### src/hdl/bfm_pkg.sv
// Shared types, constants and helpers for the bytebeat formula mixer.
// No dependencies; every other file in hdl/ imports this package.
package bfm_pkg;

    localparam int unsigned DATA_W       = 32;
    localparam int unsigned CHOICE_W     = 3;
    localparam int unsigned CARD_ID_W    = 56;
    localparam int unsigned CARD_LEN_W   = 3;
    localparam int unsigned CFG_ADDR_W   = 1;
    localparam int unsigned MAX_ID_BYTES = 7;
    localparam int unsigned DIV_STAGES   = DATA_W;
    localparam int unsigned BANK_STAGES  = 3;
    localparam int unsigned ALIGN_STAGES = DIV_STAGES - BANK_STAGES;
    localparam int unsigned S_TDATA_W    = 32;
    localparam int unsigned M_TDATA_W    = 40;

    localparam logic [CFG_ADDR_W-1:0] REG_CARD_ID     = 1'b0;
    localparam logic [CFG_ADDR_W-1:0] REG_CARD_ID_LEN = 1'b1;

    localparam logic [CHOICE_W-1:0] FORMULA_0 = 3'd0;
    localparam logic [CHOICE_W-1:0] FORMULA_1 = 3'd1;
    localparam logic [CHOICE_W-1:0] FORMULA_2 = 3'd2;
    localparam logic [CHOICE_W-1:0] FORMULA_3 = 3'd3;
    localparam logic [CHOICE_W-1:0] FORMULA_4 = 3'd4;
    localparam logic [CHOICE_W-1:0] FORMULA_5 = 3'd5;

    typedef logic [DATA_W-1:0]   word_t;
    typedef logic [CHOICE_W-1:0] choice_t;

    // Since 8 is 1 modulo 7, octal digits are folded until the value is below 7.
    function automatic choice_t mod7(input logic [7:0] x);
        logic [4:0] y;
        logic [3:0] z;
        y = 5'(x[2:0]) + 5'(x[5:3]) + 5'(x[7:6]);
        z = 4'(y[2:0]) + 4'(y[4:3]);
        if (z >= 4'd7) begin
            z = z - 4'd7;
        end
        return z[2:0];
    endfunction

endpackage

### src/hdl/bfm_bank1.sv
// First formula bank: operand select, shared multiplier, result select.
// Three register stages. Uses bfm_pkg.
module bfm_bank1 import bfm_pkg::*; (
    input  logic    aclk,
    input  logic    en,
    input  choice_t sel,
    input  word_t   t,
    output word_t   value
);

    word_t t2, t3, t5, x, b_next, nm_next;
    word_t a_reg, b_reg, nm_reg, p_reg, nm2_reg, res_reg;
    word_t p_next, res_next;

    assign t2 = t << 1;
    assign t3 = t2 + t;
    assign t5 = (t << 2) + t;
    assign x  = (t & (t2 >> 16)) | (t & (t2 >> 8));

    always_comb begin
        b_next  = '0;
        nm_next = '0;
        case (sel)
            FORMULA_0: nm_next = (t & (t >> 6)) | ((t >> 2) & 32'hFF);
            FORMULA_1: nm_next = t2 & (((t >> 4) | (t >> 14)) & 32'h7F);
            FORMULA_2: b_next  = ((t >> 3) | (t >> 9)) & 32'h40 & (t >> 2);
            FORMULA_3: nm_next = (t5 & (t >> 7)) | (t3 & (t >> 10));
            FORMULA_4: nm_next = (x << 1) & 32'h7F;
            FORMULA_5: b_next  = (t >> 12) | (t >> 6);
            default:   b_next  = (t3 >> 4) | (t2 >> 10);
        endcase
    end

    assign p_next = a_reg * b_reg;

    always_comb begin
        case (sel)
            FORMULA_2: res_next = p_reg;
            FORMULA_5: res_next = (p_reg & 32'h20) << 1;
            FORMULA_0, FORMULA_1, FORMULA_3, FORMULA_4: res_next = nm2_reg;
            default:   res_next = (p_reg & 32'h20) << 1;
        endcase
    end

    always_ff @(posedge aclk) begin
        if (en) begin
            a_reg   <= t;
            b_reg   <= b_next;
            nm_reg  <= nm_next;
            p_reg   <= p_next;
            nm2_reg <= nm_reg;
            res_reg <= res_next;
        end
    end

    assign value = res_reg;

endmodule

### config.mk
export PLATFORM = sky130hd
export DESIGN_NAME = bfm_bank1
export DESIGN_NICKNAME = d
export VERILOG_FILES = /design/src/hdl/bfm_pkg.sv /design/src/hdl/bfm_bank1.sv
export SDC_FILE = /design/constraint.sdc
export NUM_CORES = 1
export LEC_CHECK = 0
export BUFFER_PORTS_ARGS = -buffer_cell sky130_fd_sc_hd__buf_2
export CORE_MARGIN = 2
export CORE_UTILIZATION = 66
export CTS_CLUSTER_SIZE = 8
export DETAILED_ROUTE_END_ITERATION = 16
export PLACE_DENSITY_LB_ADDON = 0.3
export RECOVER_POWER = 50
export SETUP_SLACK_MARGIN = 0.3
export SYNTH_ARGS = -nofsm -noshare
export SYNTH_HDL_FRONTEND = slang
export SYNTH_SLANG_ARGS = --single-unit
### constraint.sdc
create_clock -name aclk -period 9.4 [get_ports aclk]
set_input_delay 1.88 -clock aclk [delete_from_list [all_inputs] [get_ports aclk]]
set_output_delay 1.88 -clock aclk [all_outputs]
set_load 0.005 [all_outputs]
==> results.md <==
* Antenna violations before repair at 5
* Ant diodes at 0
* First-pass DRT Iterations at 6
* Netlist cell types at 71
* GRT Total Usage at 0.3488
* Final worst slack at 1500 ps
* Worst setup path category: reg2reg
* Resize count post-CTS at 0
* Fin. Hold Viols at 0
* Number of flops mapped to enable cells by yosys at 176
* Num rows at 70
* Longest Clk Path Bufs at 2
* Async set-reset flop share out of synthesis at 0
* Highest clock rate at 0.1266 GHz
* CTS H-tree lvls at 4
* Setup tns final at 0 ps
* Post-CTS setup repair buffer count at 0
* Post-DP HPWL at 48990 um
* Layout area overhead at 4.866%
* Cells along the critical path: and2_1 > fa_1 > inv_1 > fa_1 > fa_1 > fa_1 > inv_1 > fa_1 > inv_1 > fa_1 > inv_1 > fa_1 > fa_1 > ha_1 > nand3_1 > or4_1 > a211oi_1 > o311ai_2 > a21oi_1 > o31a_1 > nor2_1 > xnor2_1
* Root Buffer: clkbuf_16
* Data required time of the worst path at 9620 ps
* Final setup viols at 0
* Slew HR at -1.193
* Count of pins over their slew limit at 139
* Synth Warn # at 0
* Status: finished, violations left
* MaxCap Viol Count at 3
* Die span in y at 197.8 um
* Routed Antenna Nets at 0
* GP Congestion at 0.9484
* Top FF cell, synth: edfxtp_1
* Via count at 18.08k
* Synth top area cells: fa_1, edfxtp_1, ha_1, and2_1, inv_1
* Top delay family on crit path: adder cells
* Routed WL at 63720 um
* Worst hold slack at 429.2 ps
* Critical-path maximum fanout at 30
* Critical path's slowest cell: edfxtp_1
* Post-synthesis sequential area ratio at 0.2132
* Die X at 197.8 um
* Final Net Count at 3103
* Cell area after placement at 25470 sq um
* Crit end category: flip-flop
* Worst min-delay path class: reg2reg
* CP max stage delay at 760 ps
* Top-count cell post-synth: fa_1
* Vias per cell at 6.097
* Port Buffer Count at 68
* Fin Clk Skew at 32.40 ps
* Mean Syn Cell Area at 9.963 sq um
* Fin crit share at 0.8405
* Reg clk slew, reported paths at 90 ps
* Share of layout cells above drive strength 1 at 0.04125
* RSZ-0062 raised after global routing: no
* First-pass GRT wire length at 103800 um
* Design area at 25990 sq um
* Mapped Cells at 2488
* Flop2flop setup slack at 1500 ps
* Die area at 39120 sq um
* WP buf/inv at 4
* DRC at 0
* Wire length per cell at 21.49 um
* Drt first-iter violations at 1819
* Initial Util at 0.6739
* Synth top area share at 0.3279
* CTS tree: done
* Post-Syn Nets at 3107
* Slew @ Worst Pin at 3289 ps
* WP data arrival at 8120 ps
* Vias in the first global route at 19.35k
* Startpoint types: flip-flop
* Io pins at 69
* Core Area at 36790 sq um
* Total CTS buffers at 17
* Failing checks: max-capacitance violations, max-slew violations
* Worst path most repeated cell: fa_1
* Worst slack at placement at 1629 ps
* CTS Hold Buffers Added at 0
* GRT Residual Overflow at 0
* Most frequent cells after synthesis: fa_1, inv_1, and2_1
* Pin count of the biggest net entering global routing at 74
* Clk Latency, worst-skew pair at 470 ps
* Final min period at 7900 ps
* #FFs+latches synth at 176
* Synthesized area at 24790 sq um
* Sink Count at 176
* Area leader, netlist: fa_1
-- cell type report --
cell class,instances,area (sq um)
multi-input cells,1794,17570
fillers,2674,10790
flip-flops and latches,176,5285
inverters,405,1520
well taps,468,585.6
repair buffers,90,432.9
clock buffers,17,425.4
clock inverters,15,180.2
-- metrics by stage --
stage               instances    util
floorplan                2488       -
CTS                      2965  0.7089
finish                   2965  0.7067
detailed placement       2933  0.6925
global placement         2933  0.6925
global route             2965  0.7067
-- per-layer routing --
metal | share of wire | GRT usage | wire (um)
met1 | 0.40 | 0.4724 | 25330
met4 | 0.040 | 0.1412 | 2538
met3 | 0.097 | 0.06251 | 6173
met2 | 0.47 | 0.5629 | 29670
met5 | 0 | 0 | 0
-- layout by cell type, fill, tap and decap left out, drive strengths merged, types with 7 or more instances in the layout --
cell type	instances
a22oi	20
o21ai	93
and2	307
buf	40
xnor2	96
o21a	10
o31ai	7
a21oi	72
clkbuf	67
o21bai	10
and3	7
nor3b	7
edfxtp	176
fa	406
nor3	15
nand2	282
nand3	35
a21o	27
nor2b	8
xor2	22
inv	413
a211oi	15
ha	176
nor2	61
a2111oi	7
a22o	27
nand2b	9
-- cell families after synthesis --
logic type,Yosys count,share of synthesized area
xor+xnor,118,0.04169
mux,3,0.001211
compound gates,331,0.09257
simple gates,760,0.1561
flops,176,0.2132
buf+inv,518,0.07854
fa+ha+maj,582,0.4167
-- final timing paths --
kind                            startpoint         end  depth (start not counted)
worst min-delay path             nm_reg[0]  nm2_reg[0]                          0
worst min register to register   nm_reg[0]  nm2_reg[0]                          0
worst max-delay path              b_reg[2]   p_reg[30]                         22
worst max register to register    b_reg[2]   p_reg[30]                         22
Power is not shown: default switching activity piles up to over one toggle a cycle in this logic, so the estimate is an artifact.
