$ cat src/hdl/bfm_pkg.sv
// Shared types, constants and helpers for the bytebeat formula mixer.
// No dependencies; every other file in hdl/ imports this package.
package bfm_pkg;

    localparam int unsigned DATA_W       = 32;
    localparam int unsigned CHOICE_W     = 3;
    localparam int unsigned CARD_ID_W    = 56;
    localparam int unsigned CARD_LEN_W   = 3;
    localparam int unsigned CFG_ADDR_W   = 1;
    localparam int unsigned MAX_ID_BYTES = 7;
    localparam int unsigned DIV_STAGES   = DATA_W;
    localparam int unsigned BANK_STAGES  = 3;
    localparam int unsigned ALIGN_STAGES = DIV_STAGES - BANK_STAGES;
    localparam int unsigned S_TDATA_W    = 32;
    localparam int unsigned M_TDATA_W    = 40;

    localparam logic [CFG_ADDR_W-1:0] REG_CARD_ID     = 1'b0;
    localparam logic [CFG_ADDR_W-1:0] REG_CARD_ID_LEN = 1'b1;

    localparam logic [CHOICE_W-1:0] FORMULA_0 = 3'd0;
    localparam logic [CHOICE_W-1:0] FORMULA_1 = 3'd1;
    localparam logic [CHOICE_W-1:0] FORMULA_2 = 3'd2;
    localparam logic [CHOICE_W-1:0] FORMULA_3 = 3'd3;
    localparam logic [CHOICE_W-1:0] FORMULA_4 = 3'd4;
    localparam logic [CHOICE_W-1:0] FORMULA_5 = 3'd5;

    typedef logic [DATA_W-1:0]   word_t;
    typedef logic [CHOICE_W-1:0] choice_t;

    // Since 8 is 1 modulo 7, octal digits are folded until the value is below 7.
    function automatic choice_t mod7(input logic [7:0] x);
        logic [4:0] y;
        logic [3:0] z;
        y = 5'(x[2:0]) + 5'(x[5:3]) + 5'(x[7:6]);
        z = 4'(y[2:0]) + 4'(y[4:3]);
        if (z >= 4'd7) begin
            z = z - 4'd7;
        end
        return z[2:0];
    endfunction

endpackage

$ cat src/hdl/bfm_divider.sv
// Pipelined restoring remainder unit for t mod ((t >> 13) & (t >> 6)).
// One quotient bit per stage; a zero divisor yields a zero remainder. Uses bfm_pkg.
module bfm_divider import bfm_pkg::*; (
    input  logic  aclk,
    input  logic  en,
    input  word_t t,
    output word_t rem
);

    word_t num_reg [DIV_STAGES];
    word_t den_reg [DIV_STAGES];
    word_t rem_reg [DIV_STAGES];

    for (genvar k = 0; k < DIV_STAGES; k++) begin : g_stage
        word_t          num_in;
        word_t          den_in;
        word_t          rem_in;
        logic [DATA_W:0] shifted;
        word_t          rem_next;

        if (k == 0) begin : g_first
            assign num_in = t;
            assign den_in = (t >> 13) & (t >> 6);
            assign rem_in = '0;
        end else begin : g_rest
            assign num_in = num_reg[k-1];
            assign den_in = den_reg[k-1];
            assign rem_in = rem_reg[k-1];
        end

        always_comb begin
            shifted = {rem_in, num_in[DATA_W-1-k]};
            if (shifted >= {1'b0, den_in}) begin
                rem_next = DATA_W'(shifted - {1'b0, den_in});
            end else begin
                rem_next = shifted[DATA_W-1:0];
            end
        end

        always_ff @(posedge aclk) begin
            if (en) begin
                num_reg[k] <= num_in;
                den_reg[k] <= den_in;
                rem_reg[k] <= rem_next;
            end
        end
    end

    assign rem = (den_reg[DIV_STAGES-1] == '0) ? '0 : rem_reg[DIV_STAGES-1];

endmodule

$ cat config.mk
export PLATFORM = sky130hd
export DESIGN_NAME = bfm_divider
export DESIGN_NICKNAME = d
export VERILOG_FILES = /design/src/hdl/bfm_pkg.sv /design/src/hdl/bfm_divider.sv
export SDC_FILE = /design/constraint.sdc
export NUM_CORES = 2
export LEC_CHECK = 0
export BUFFER_PORTS_ARGS = -buffer_cell sky130_fd_sc_hd__buf_4
export CAP_MARGIN = 10
export CORE_AREA = 2 2 438 440
export CTS_CLUSTER_DIAMETER = 30
export DETAILED_ROUTE_END_ITERATION = 10
export DIE_AREA = 0 0 440 442
export HOLD_SLACK_MARGIN = 0.03
export PLACE_DENSITY = 0.77
export SYNTH_ARGS = -nofsm -noshare
export SYNTH_HDL_FRONTEND = slang
export SYNTH_SLANG_ARGS = --single-unit
$ cat constraint.sdc
create_clock -name aclk -period 5 [get_ports aclk]
set_input_delay 1.25 -clock aclk [delete_from_list [all_inputs] [get_ports aclk]]
set_output_delay 1.25 -clock aclk [all_outputs]
set_load 0.05 [all_outputs]
==> results.yml <==
run_status:
  outcome: "complete, no violations"
power:
  ir_drop_v: 0.000536
  p_sw_share_pct: 33.2
  p_per_area_nw_per_um2: 607
  p_total_w: 0.0787
  pwr-share-seq_pct: 35.2
  combPwrFrac_pct: 29.0
  switching_power_w: 0.0261
  pwr-share-clk_pct: 35.8
  p_int_w: 0.0526
  static-leakage-power_nw: 49.8
cts:
  clkTransAtPathRegs_ns: 0.05
  cts_buffer_depth: 4
  post_cts_buffers: 0
  cts_hold_buf: 0
  cts_sinks: 2123
  cts-root-buf: "clkbuf_16"
  cts_tree: "built"
  cts_inserted_buffers: 433
  h-tree-depth: 5
  insertion_delay_ns: 0.98
  cts_resized: 0
floorplan:
  die_h_um: 442
  die-area_um2: 194000
  start_util_pct: 58.8
  coreArea_um2: 190000
  io_pins: 66
  die_x_um: 440
  std_cell_rows: 160
global_route:
  globalRouteOverflowTotal: 0
  track_usage_pct: 26.3
  grt_use_met1_pct: 33.7
  grt_pass1_wl_um: 408000
  gr-usage-met2_pct: 44.9
  busiest_layer: "met2"
  grt_max_degree: 194
  grt_pass1_vias: 75700
  grt_util_met3_pct: 3.74
  grt_antenna_before_repair: 1
cells_and_area:
  multi_input_area_um2: 44000
  fill_cells: 13400
  largest_reg_flops: 1019
  final_nets: 10600
  drive_gt1_share_pct: 10.4
  area_growth_pct: 16.3
  regArea_um2: 63800
  antenna_cells: 0
synth:
  synth_seq_area_share_pct: 57.2
  netlist_top_cells_count: "2123 x edfxtp_1, 834 x nand2_1, 748 x inv_1"
  synth_largest_area_cell: "edfxtp_1"
  synthArstFlopShare_pct: 0
  synth_warnings: 0
  ys_top_cells_by_area: "edfxtp_1 57%, ha_1 6.6%, xor2_1 3.7%, xnor2_1 2.9%, nand2_1 2.8%"
  ys_types: 103
  synth-main-ff-cell: "edfxtp_1"
  synth_nets: 10200
  syn_area_um2: 111000
  synth_edf_count: 2123
  synth_top_area_share_pct: 57.2
  yosysMostFrequentCell: "edfxtp_1"
  ys_ff_latch: 2123
  syn-instance-count: 9591
  syn_avg_cell_area_um2: 11.6
worst_setup_path:
  worstPathMaxFanout: 6
  crit_slowest_cell: "a2111oi_2"
  end_kind: "flip-flop"
  startpoint_type: "flip-flop"
  r2r-end: "rem_reg[1][88]"
  slowest_delay_ns: 0.71
  r2r_cells: 12
  critPathKind: "flip-flop to flip-flop"
  crit_family: "compound AO/OA/AOI/OAI gates"
  crit_buf_inv: 2
  crit_chain: "inv_1 > ha_1 > inv_1 > fa_1 > a21oi_1 > o21ai_0 > a2111oi_2 > nor4_1 > o31ai_1 > or4b_1 > nor4_1 > xor2_1"
  crit_arrival_ns: 4.79
  worstSetupEndpoint: "rem_reg[1][88]"
  worstPathRequired_ns: 5.66
  reg2reg_slack_ns: 0.87
  r2r_start: "num_reg[1][45]"
  worst-path-stages: 12
  setup.worst_path.start: "num_reg[1][45]"
timing:
  fin_ws_ns: 0.873
  slew_headroom_pct: 16.3
  report.final.slew_viol_count: 0
  worst_pin_slew_ns: 1.22
  grt_setup_unrepaired: "false"
  hold_violations: 0
  fin_crit_sh_pct: 82.5
  skew_ns: 0.0747
  maxClockFrequency_mhz: 242
  period_needed_ns: 4.13
  setup_viol: 0
  tns_ns: 0
detailed_routing:
  wl_per_cell_um: 20.2
  num_vias: 76900
  wl_um: 259000
  post-route-drc-count: 0
  first_iter_violations: 6915
  ant_nets: 0
  avgViaCountPerCell: 6.00
  firstDrtPassIters: 7
placed_design:
  hpwl_um: 186000
  dp_slack_ns: 0.530
  gp_congestion: 0.926
  port_buffers: 65
worst_hold_path:
  hold_class: "flip-flop to flip-flop"
flow_run:
  cap_violations: 0
stage by stage:
stage / instance area [um^2] / hold slack [ns] / instances / utilization (%)
after global routing: 130000 / 0.408 / 12800 / 68.4
after global placement: 115000 / 0.400 / 12000 / 60.7
after detailed placement: 115000 / 0.405 / 12000 / 60.7
final: 130000 / 0.405 / 12800 / 68.4
after CTS: 130000 / 0.401 / 12800 / 68.4
after floorplan: 111000 / 0.400 / 9591 / -
power by group through the flow:
stage | clock network [W] | registers (W) | logic (W)
CTS | 0.0286 | 0.0277 | 0.0226
global route | 0.0294 | 0.0280 | 0.0253
finish | 0.0281 | 0.0277 | 0.0229
global placement | 0 | 0.0279 | 0.0218
floorplan | 0 | 0.0265 | 0.0171
detailed placement | 0 | 0.0279 | 0.0223
area by class of cell:
type / count / area share [%]
clock buffer: 460 / 8.50
clock inverter: 324 / 2.67
inverter: 748 / 2.17
multi-input combinational: 6490 / 34.0
sequential: 2123 / 49.2
tap: 2511 / 2.42
timing repair buffer: 147 / 1.08
cells in the final DEF (no fill, tap or decap), types with 45 or more instances in the layout:
cell type / n
edfxtp_1: 2123
nand2_1: 834
inv_1: 748
o21ai_0: 622
a21oi_1: 618
ha_1: 591
nor2_1: 524
xor2_1: 476
clkbuf_16: 437
xnor2_1: 372
nor3_1: 244
a21o_1: 235
nor4_1: 183
nand3_1: 165
buf_4: 124
nand4_1: 119
nand2b_1: 104
nor2b_1: 91
o21a_1: 87
or3_1: 87
mux2_2: 74
a211oi_1: 72
o31ai_1: 69
or4_1: 67
inv_6: 65
o21bai_1: 61
clkinvlp_4: 57
and3_1: 54
and2_1: 51
a31oi_1: 49
clkinv_2: 49
o211ai_1: 48
bufinv_16: 48
clkinv_4: 46
clkinv_1: 46
or2_2: 45
per-layer routing:
layer / part of all wire (%) / up-vias
met5: 0.0050 / -
met1: 41 / 37000
met4: 3.8 / 2
li1: - / 36600
met2: 50 / 2652
met3: 5.4 / 655
worst min-delay path by stage:
stage	cells past startpoint	end	slack (ns)	from
after floorplan	0	num_reg[0][100]	0.40	num_reg[0][68]
after global routing	0	num_reg[0][214]	0.41	num_reg[0][182]
after CTS	0	num_reg[0][82]	0.40	num_reg[0][50]
after detailed placement	0	num_reg[0][103]	0.40	num_reg[0][71]
after global placement	0	num_reg[0][199]	0.40	num_reg[0][167]
final	0	num_reg[0][429]	0.41	num_reg[0][397]
cell families (layout without fill, tap and decap cells):
family	count (synthesis)	after routing	share of synthesized area (%)
compound gates	2206	2206	12.5
flops	2123	2123	57.2
xor+xnor	848	848	6.67
simple gates	2727	2727	12.2
fa+ha+maj	622	622	7.19
mux	87	87	0.866
buf+inv	978	1679	3.35
worst register-to-register path, cell delays in order (launching register included):
cell and delay, ns:
edfxtp_1 0.36, inv_1 0.08, ha_1 0.16, inv_1 0.05
fa_1 0.41, a21oi_1 0.24, o21ai_0 0.23, a2111oi_2 0.71
nor4_1 0.18, o31ai_1 0.30, or4b_1 0.58, nor4_1 0.39
xor2_1 0.11
Note: power is estimated with default switching activity, not from simulation.
