File: src/hdl/bfm_pkg.sv
// Shared types, constants and helpers for the bytebeat formula mixer.
// No dependencies; every other file in hdl/ imports this package.
package bfm_pkg;

    localparam int unsigned DATA_W       = 32;
    localparam int unsigned CHOICE_W     = 3;
    localparam int unsigned CARD_ID_W    = 56;
    localparam int unsigned CARD_LEN_W   = 3;
    localparam int unsigned CFG_ADDR_W   = 1;
    localparam int unsigned MAX_ID_BYTES = 7;
    localparam int unsigned DIV_STAGES   = DATA_W;
    localparam int unsigned BANK_STAGES  = 3;
    localparam int unsigned ALIGN_STAGES = DIV_STAGES - BANK_STAGES;
    localparam int unsigned S_TDATA_W    = 32;
    localparam int unsigned M_TDATA_W    = 40;

    localparam logic [CFG_ADDR_W-1:0] REG_CARD_ID     = 1'b0;
    localparam logic [CFG_ADDR_W-1:0] REG_CARD_ID_LEN = 1'b1;

    localparam logic [CHOICE_W-1:0] FORMULA_0 = 3'd0;
    localparam logic [CHOICE_W-1:0] FORMULA_1 = 3'd1;
    localparam logic [CHOICE_W-1:0] FORMULA_2 = 3'd2;
    localparam logic [CHOICE_W-1:0] FORMULA_3 = 3'd3;
    localparam logic [CHOICE_W-1:0] FORMULA_4 = 3'd4;
    localparam logic [CHOICE_W-1:0] FORMULA_5 = 3'd5;

    typedef logic [DATA_W-1:0]   word_t;
    typedef logic [CHOICE_W-1:0] choice_t;

    // Since 8 is 1 modulo 7, octal digits are folded until the value is below 7.
    function automatic choice_t mod7(input logic [7:0] x);
        logic [4:0] y;
        logic [3:0] z;
        y = 5'(x[2:0]) + 5'(x[5:3]) + 5'(x[7:6]);
        z = 4'(y[2:0]) + 4'(y[4:3]);
        if (z >= 4'd7) begin
            z = z - 4'd7;
        end
        return z[2:0];
    endfunction

endpackage

File: src/hdl/bfm_bank2.sv
// Second formula bank except the modulo formula, which bfm_divider serves.
// Three register stages around one shared multiplier. Uses bfm_pkg.
module bfm_bank2 import bfm_pkg::*; (
    input  logic    aclk,
    input  logic    en,
    input  choice_t sel,
    input  word_t   t,
    output word_t   value
);

    word_t a_next, b_next, m_next;
    word_t a_reg, b_reg, m_reg, p_reg, m2_reg, res_reg;
    word_t p_next, res_next;

    always_comb begin
        a_next = t;
        b_next = '0;
        m_next = '0;
        case (sel)
            FORMULA_0: b_next = '0;
            FORMULA_1: begin
                b_next = t;
                m_next = t >> ((t >> 10) & 32'hF);
            end
            FORMULA_2: begin
                b_next = t;
                m_next = t >> ((t >> 8) & 32'hF);
            end
            FORMULA_3: b_next = (t >> 10) | (t >> 5);
            FORMULA_4: begin
                a_next = t << 1;
                b_next = (t >> 14) | (t >> 12);
            end
            FORMULA_5: b_next = (t >> 9) | (t >> 13);
            default:   b_next = (t >> 14) | (t >> 10);
        endcase
    end

    assign p_next = a_reg * b_reg;

    always_comb begin
        case (sel)
            FORMULA_0: res_next = '0;
            FORMULA_1: res_next = (p_reg >> 8) & m2_reg;
            FORMULA_2: res_next = (p_reg >> 7) & m2_reg;
            FORMULA_3, FORMULA_4, FORMULA_5: res_next = (p_reg & 32'h10) << 1;
            default:   res_next = (p_reg & 32'h8) << 3;
        endcase
    end

    always_ff @(posedge aclk) begin
        if (en) begin
            a_reg   <= a_next;
            b_reg   <= b_next;
            m_reg   <= m_next;
            p_reg   <= p_next;
            m2_reg  <= m_reg;
            res_reg <= res_next;
        end
    end

    assign value = res_reg;

endmodule

File: config.mk
export PLATFORM = sky130hd
export DESIGN_NAME = bfm_bank2
export DESIGN_NICKNAME = d
export VERILOG_FILES = /design/src/hdl/bfm_pkg.sv /design/src/hdl/bfm_bank2.sv
export SDC_FILE = /design/constraint.sdc
export NUM_CORES = 1
export LEC_CHECK = 0
export ABC_AREA = 1
export BUFFER_PORTS_ARGS = -buffer_cell sky130_fd_sc_hd__buf_2
export CELL_PAD_IN_SITES_DETAIL_PLACEMENT = 0
export CELL_PAD_IN_SITES_GLOBAL_PLACEMENT = 1
export CORE_MARGIN = 2
export CORE_UTILIZATION = 54
export DETAILED_ROUTE_END_ITERATION = 16
export PLACE_DENSITY_LB_ADDON = 0.1
export SYNTH_ARGS = -nofsm -noshare
export SYNTH_HDL_FRONTEND = slang
export SYNTH_SLANG_ARGS = --single-unit
File: constraint.sdc
create_clock -name aclk -period 17.1 [get_ports aclk]
set_input_delay 0.855 -clock aclk [delete_from_list [all_inputs] [get_ports aclk]]
set_output_delay 0.855 -clock aclk [all_outputs]
set_load 0.01 [all_outputs]
==> results of run 1 <==
## path summary, 6_finish.rpt
check / slack [ps] / cells after the start / end / startpoint
max: 9750 / 26 / p_reg[26]$_DFFE_PP_ / b_reg[3]$_DFFE_PP_
min: 420 / 0 / m2_reg[24]$_DFFE_PP_ / m_reg[24]$_SDFFCE_PP0P_
max reg2reg: 9750 / 26 / p_reg[26]$_DFFE_PP_ / b_reg[3]$_DFFE_PP_
min reg2reg: 420 / 0 / m2_reg[24]$_DFFE_PP_ / m_reg[24]$_SDFFCE_PP0P_
## metal layers
metal / GRT usage [%] / part of all wire, % / vias up
met3: 4.00 / 6.6 / 126
met4: 13.2 / 4.5 / 0
met2: 49.1 / 46 / 708
met1: 44.5 / 43 / 9677
met5: 0 / 0 / -
li1: - / - / 8968
## cells in the final DEF, fill, tap and decap left out, drive strengths merged, types with 5 or more instances in the layout
master and count:
clkinv 6, o22ai 10, mux2i 12, ha 121
a21oi 51, edfxtp 166, xnor2 23, a31oi 20
clkbuf 18, conb 7, buf 89, inv 851
a2111oi 6, nor2 68, nor3 29, nand3 78
fa 408, xor2 24, o21bai 14, o21ai 172
or2 9, nand2 822, a211oi 5
## logic make-up (layout without fill, tap and decap cells)
group	count (synthesis)	after routing	share of synthesized area, %
xor+xnor	47	47	1.66
other cells	1	7	0.0152
compound gates	301	301	6.92
flops	166	166	20.1
buf+inv	999	969	15.5
fa+ha+maj	529	529	39.1
simple gates	1014	1014	16.2
mux	12	12	0.486
## worst max-delay path, delay by kind of cell (launching register included)
family | cells | cell delay, ps
fa+ha+maj | 9 | 4250
xor+xnor | 1 | 60
flops | 1 | 1050
simple gates | 10 | 1270
buf+inv | 6 | 450
## through the flow
step           hold slack (ps)  util (%)  setup slack, ps  cells  cell area (um2)
6_report                   421      57.3             9750   3645            25900
5_1_grt                    431      57.3             9320   3645            25900
4_1_cts                    421      57.3             9730   3645            25900
3_5_place_dp               407      56.1             9750   3613            25400
3_3_place_gp               401      56.1             9910   3613            25400
2_1_floorplan              400         -            10560   3075            24800
## layout make-up
type | count | area share [%]
multi-input cells | 1910 | 61.5
flip-flops and latches | 166 | 19.2
inverters | 848 | 12.3
well taps | 600 | 2.89
repair buffers | 89 | 2.01
clock buffers | 18 | 1.65
clock inverters | 14 | 0.482
==> reports/results.txt, run 1 <==
H-tree levels - 4
Share of layout cells above drive strength 1 - 4.60%
WL per Instance - 19.6 um
DP Wirelength - 55,000 um
Largest net degree at the start of global routing - 114
Top-area cell type share of the netlist area - 33.0%
WS Path Type - flop to flop
Clock-pin slew on the worst setup and hold paths - 70 ps
Syn-to-layout area delta - 4.87%
Fin. max-slew vios - 0
Slowest CP cell - edfxtp_1
Core area - 0.0453 mm2
Part of the cycle the worst path needs - 43.0%
Num Clock Sinks - 166
Via-per-instance ratio - 5.34
Period minus WS final - 7350 ps
First-pass GRT wire length - 112,000 um
DRT Pass-1 Iters - 5
Predominant post-synthesis flop cell - edfxtp_1
Vias - 19,479
Aggregate global-route resource usage - 31.5%
Initial Util - 54.6%
DRT iter0 DRCs - 1,838
Multi-input logic area - 0.0160 mm2
Async SR Flop Fraction - 0%
Total gr overflow - 0
Max-slew headroom - 26.9%
Final Skew - 16.7 ps
Cell repeated most along the worst path - fa_1
Yosys cell types - 47
Max-capacitance violation count - 0
Final wirelength - 71,300 um
# rows - 78
Synthesized instance count - 3,069
Setup TNS - 0 ps
Num ports - 69
Synthesized area - 0.0247 mm2
Worst setup SP type - flop
Synthesized flop and latch total - 166
Number of enable flip-flop cells after synthesis - 166
Unrepaired setup endpoints after global routing - no
Antenna Violating Nets Remaining - 0
Post-cts gate resize count - 0
Initial antenna violation count - 2
Count leader, synth - inv_1
Synth area leaders - fa_1 (33%), edfxtp_1 (20%), inv_1 (13%)
CTS Buffer Depth - 2
Worst skew pair latency - 450 ps
Actual slew at the worst max-slew pin - 1100 ps
Fillers - 4,257
Final hold vios - 0
CTS buffer count - 17
Warnings, synthesis - 0
Setup Fix Bufs, Post-CTS - 0
Synthesized area per cell - 8.06 um2
Port Buf Inserts - 61
Sequential fraction of the synthesis area - 20.1%
Nets - 3,598
Min-Delay Path Class - flop to flop
FF+latch area - 0.00498 mm2
Hold_buf cts - 0
CTS tree - done
Cell taking the most area after synthesis - fa_1
Crit path DAT - 7550 ps
Kind of end point of the critical path - flop
DIE AREA - 0.0475 mm2
Outcome - complete, no violations
Gp weighted congestion - 0.929
DRC viols - 0
Worst Path Max Fanout - 29
Crit path required time - 17,300 ps
Fmax - 136 MHz
Horiz. Die Dim - 218 um
Vias in the first global route - 19,722
Root cell of the clock tree - clkbuf_16
Die Span Y - 218 um
Final setup violating endpoints - 0
Ant diodes - 0
CP max stage delay - 1050 ps
Synth cell count leaders - inv_1 (841), nand2_1 (822), fa_1 (408)
Power of run 1 is left out: the tool's default activity adds up to more than one toggle a clock period on the data nets, which glitch-free logic cannot reach.
==> inputs of run 2 (changes only) <==
--- a/config.mk
+++ b/config.mk
@@ -10,7 +10,7 @@
 export CELL_PAD_IN_SITES_DETAIL_PLACEMENT = 0
 export CELL_PAD_IN_SITES_GLOBAL_PLACEMENT = 1
 export CORE_MARGIN = 2
-export CORE_UTILIZATION = 54
+export CORE_UTILIZATION = 45
 export DETAILED_ROUTE_END_ITERATION = 16
 export PLACE_DENSITY_LB_ADDON = 0.1
 export SYNTH_ARGS = -nofsm -noshare
==> constraint.sdc (replaced) <==
create_clock -name aclk -period 6.4 [get_ports aclk]
set_input_delay 0.32 -clock aclk [delete_from_list [all_inputs] [get_ports aclk]]
set_output_delay 0.32 -clock aclk [all_outputs]
set_load 0.01 [all_outputs]
==> reports/results.txt, run 2 (same netlist as run 1, synthesis figures left out) <==
Setup WS post-layout - -169 ps (was 9750 ps)
Root cell of the clock tree - clkbuf_16 (unchanged)
Setup TNS - -719 ps (was 0 ps)
Fmax - 152 MHz (was 136 MHz)
DRC viols - 0 (unchanged)
Vias - 20,076 (was 19,479)
Crit path required time - 6580 ps (was 17,300 ps)
DP Area - 0.0272 mm2 (was 0.0254 mm2)
Part of the cycle the worst path needs - 103% (was 43.0%)
Die Span Y - 238 um (was 218 um)
Hold_buf cts - 0 (unchanged)
Min-Delay Path Class - input pin to flop (was flop to flop)
Unrepaired setup endpoints after global routing - yes (was no)
Violated checks - setup timing
Vias in the first global route - 20,832 (was 19,722)
Actual slew at the worst max-slew pin - 1090 ps (was 1100 ps)
Crit path max-delay family - adder cells (unchanged)
Syn-to-layout area delta - 18.0% (was 4.87%)
Largest net degree at the start of global routing - 85 (was 114)
Reg-to-reg slack, setup - -170 ps (was 9750 ps)
DIE AREA - 0.0569 mm2 (was 0.0475 mm2)
Period minus WS final - 6570 ps (was 7350 ps)
Initial Util - 45.7% (was 54.6%)
DRT iter0 DRCs - 1,666 (was 1,838)
Worst setup SP type - flop (unchanged)
CTS buffer count - 17 (unchanged)
Max-capacitance violation count - 0 (unchanged)
Port Buf Inserts - 61 (unchanged)
WS Path Type - flop to flop (unchanged)
Cell depth of the worst setup path - 26 (unchanged)
CTS Buffer Depth - 2 (unchanged)
Multi-input logic area - 0.0168 mm2 (was 0.0160 mm2)
Worst Path Max Fanout - 4 (was 29)
Fillers - 5,079 (was 4,257)
Final Skew - 15.2 ps (was 16.7 ps)
Gp weighted congestion - 0.911 (was 0.929)
Commonest non-fill, non-tap cells in the layout - inv_1 (809), nand2_1 (796), fa_1 (378) (was inv_1 (841), nand2_1 (822), fa_1 (408))
Kind of end point of the critical path - flop (unchanged)
CP max stage delay - 570 ps (was 1050 ps)
Outcome - finished with violations (was complete, no violations)
Final hold vios - 0 (unchanged)
Aggregate global-route resource usage - 28.3% (was 31.5%)
Crit path DAT - 6750 ps (was 7550 ps)
Slowest CP cell - fa_2 (was edfxtp_1)
DRT Pass-1 Iters - 5 (unchanged)
Core area - 0.0541 mm2 (was 0.0453 mm2)
Final Instance Area - 0.0292 mm2 (was 0.0259 mm2)
Num ports - 69 (unchanged)
Cell repeated most along the worst path - fa_2 (was fa_1)
Hold depth - 3 (was 0)
First-pass GRT wire length - 122,000 um (was 112,000 um)
Via-per-instance ratio - 5.05 (was 5.34)
Fin. max-slew vios - 0 (unchanged)
Final wirelength - 77,000 um (was 71,300 um)
DP Wirelength - 61,700 um (was 55,000 um)
FF+latch area - 0.00498 mm2 (unchanged)
# rows - 85 (was 78)
Worst skew pair latency - 420 ps (was 450 ps)
CTS tree - done (unchanged)
Nets - 3,835 (was 3,598)
Initial antenna violation count - 0 (was 2)
Max-slew headroom - 27.5% (was 26.9%)
Clock-pin slew on the worst setup and hold paths - 70 ps (about the same)
Leading cell type in the layout, fill and taps excluded - inv_1 (unchanged)
Register-to-Register Path Depth - 26 (unchanged)
Total gr overflow - 0 (unchanged)
Horiz. Die Dim - 238 um (was 218 um)
Num Clock Sinks - 166 (unchanged)
Antenna Violating Nets Remaining - 0 (unchanged)
Buf/Inv on CP - 9 (was 6)
Final setup violating endpoints - 7 (was 0)
Share of layout cells above drive strength 1 - 16.5% (was 4.60%)
WL per Instance - 19.3 um (was 19.6 um)
H-tree levels - 4 (unchanged)
## run 2: path summary, 6_finish.rpt
kind | startpoint | endpoint
min reg2reg | m_reg[8]$_SDFFCE_PP0P_ | m2_reg[8]$_DFFE_PP_
max reg2reg | a_reg[13]$_DFFE_PP_ | p_reg[31]$_DFFE_PP_
max | a_reg[13]$_DFFE_PP_ | p_reg[31]$_DFFE_PP_
min | t[2] | a_reg[3]$_DFFE_PP_
## run 2: cell type report
cell class	instances	area share, %
Multi-Input combinational cell	1910	57.7
Sequential cell	166	17.1
Inverter	848	10.9
Timing Repair Buffer	326	9.46
Tap cell	696	2.98
Clock buffer	19	1.48
Clock inverter	13	0.403
Antenna cell	1	0.00857
## run 2: repair_timing
action | 4_1_cts | 5_1_grt
pin swaps | 90 | 69
setup buffers | 34 | 16
endpoints found under the setup margin | 17 | 19
resized for setup | 119 | 119
## run 2: metal layers
layer	vias to the layer above	wire length, um	track usage [%]
met4	0	1900	6.86
met1	10018	34300	39.8
met5	-	0	0
met3	90	3220	1.92
met2	525	37500	48.0
li1	9443	-	-
## run 2: per-stage QoR
| step | hold WS [ps] | util, % | instances | setup slack (ps) |
|---|---|---|---|---|
| floorplan | 400 | - | 3075 | 6.76 |
| global placement | 401 | 50.3 | 3900 | -384 |
| detailed placement | 405 | 50.3 | 3900 | -380 |
| CTS | 246 | 52.7 | 3964 | -246 |
| global route | 251 | 53.9 | 3978 | -382 |
| finish | 262 | 53.9 | 3979 | -169 |
## run 2: worst register-to-register path, stage by stage (launching register included)
cell	delay (ps)
edfxtp_1	430
buf_12	160
buf_6	110
buf_6	110
buf_4	140
nand2_1	60
inv_1	50
fa_2	520
fa_2	440
fa_1	500
inv_1	50
fa_1	490
inv_2	40
fa_1	530
fa_2	460
fa_2	570
fa_2	470
ha_4	340
nand2_4	70
nor2_4	130
inv_2	70
nor3_2	140
nand2_1	80
o211ai_1	170
inv_1	100
nand3_2	70
nand2_1	50
Power of run 2 is left out for the same reason.
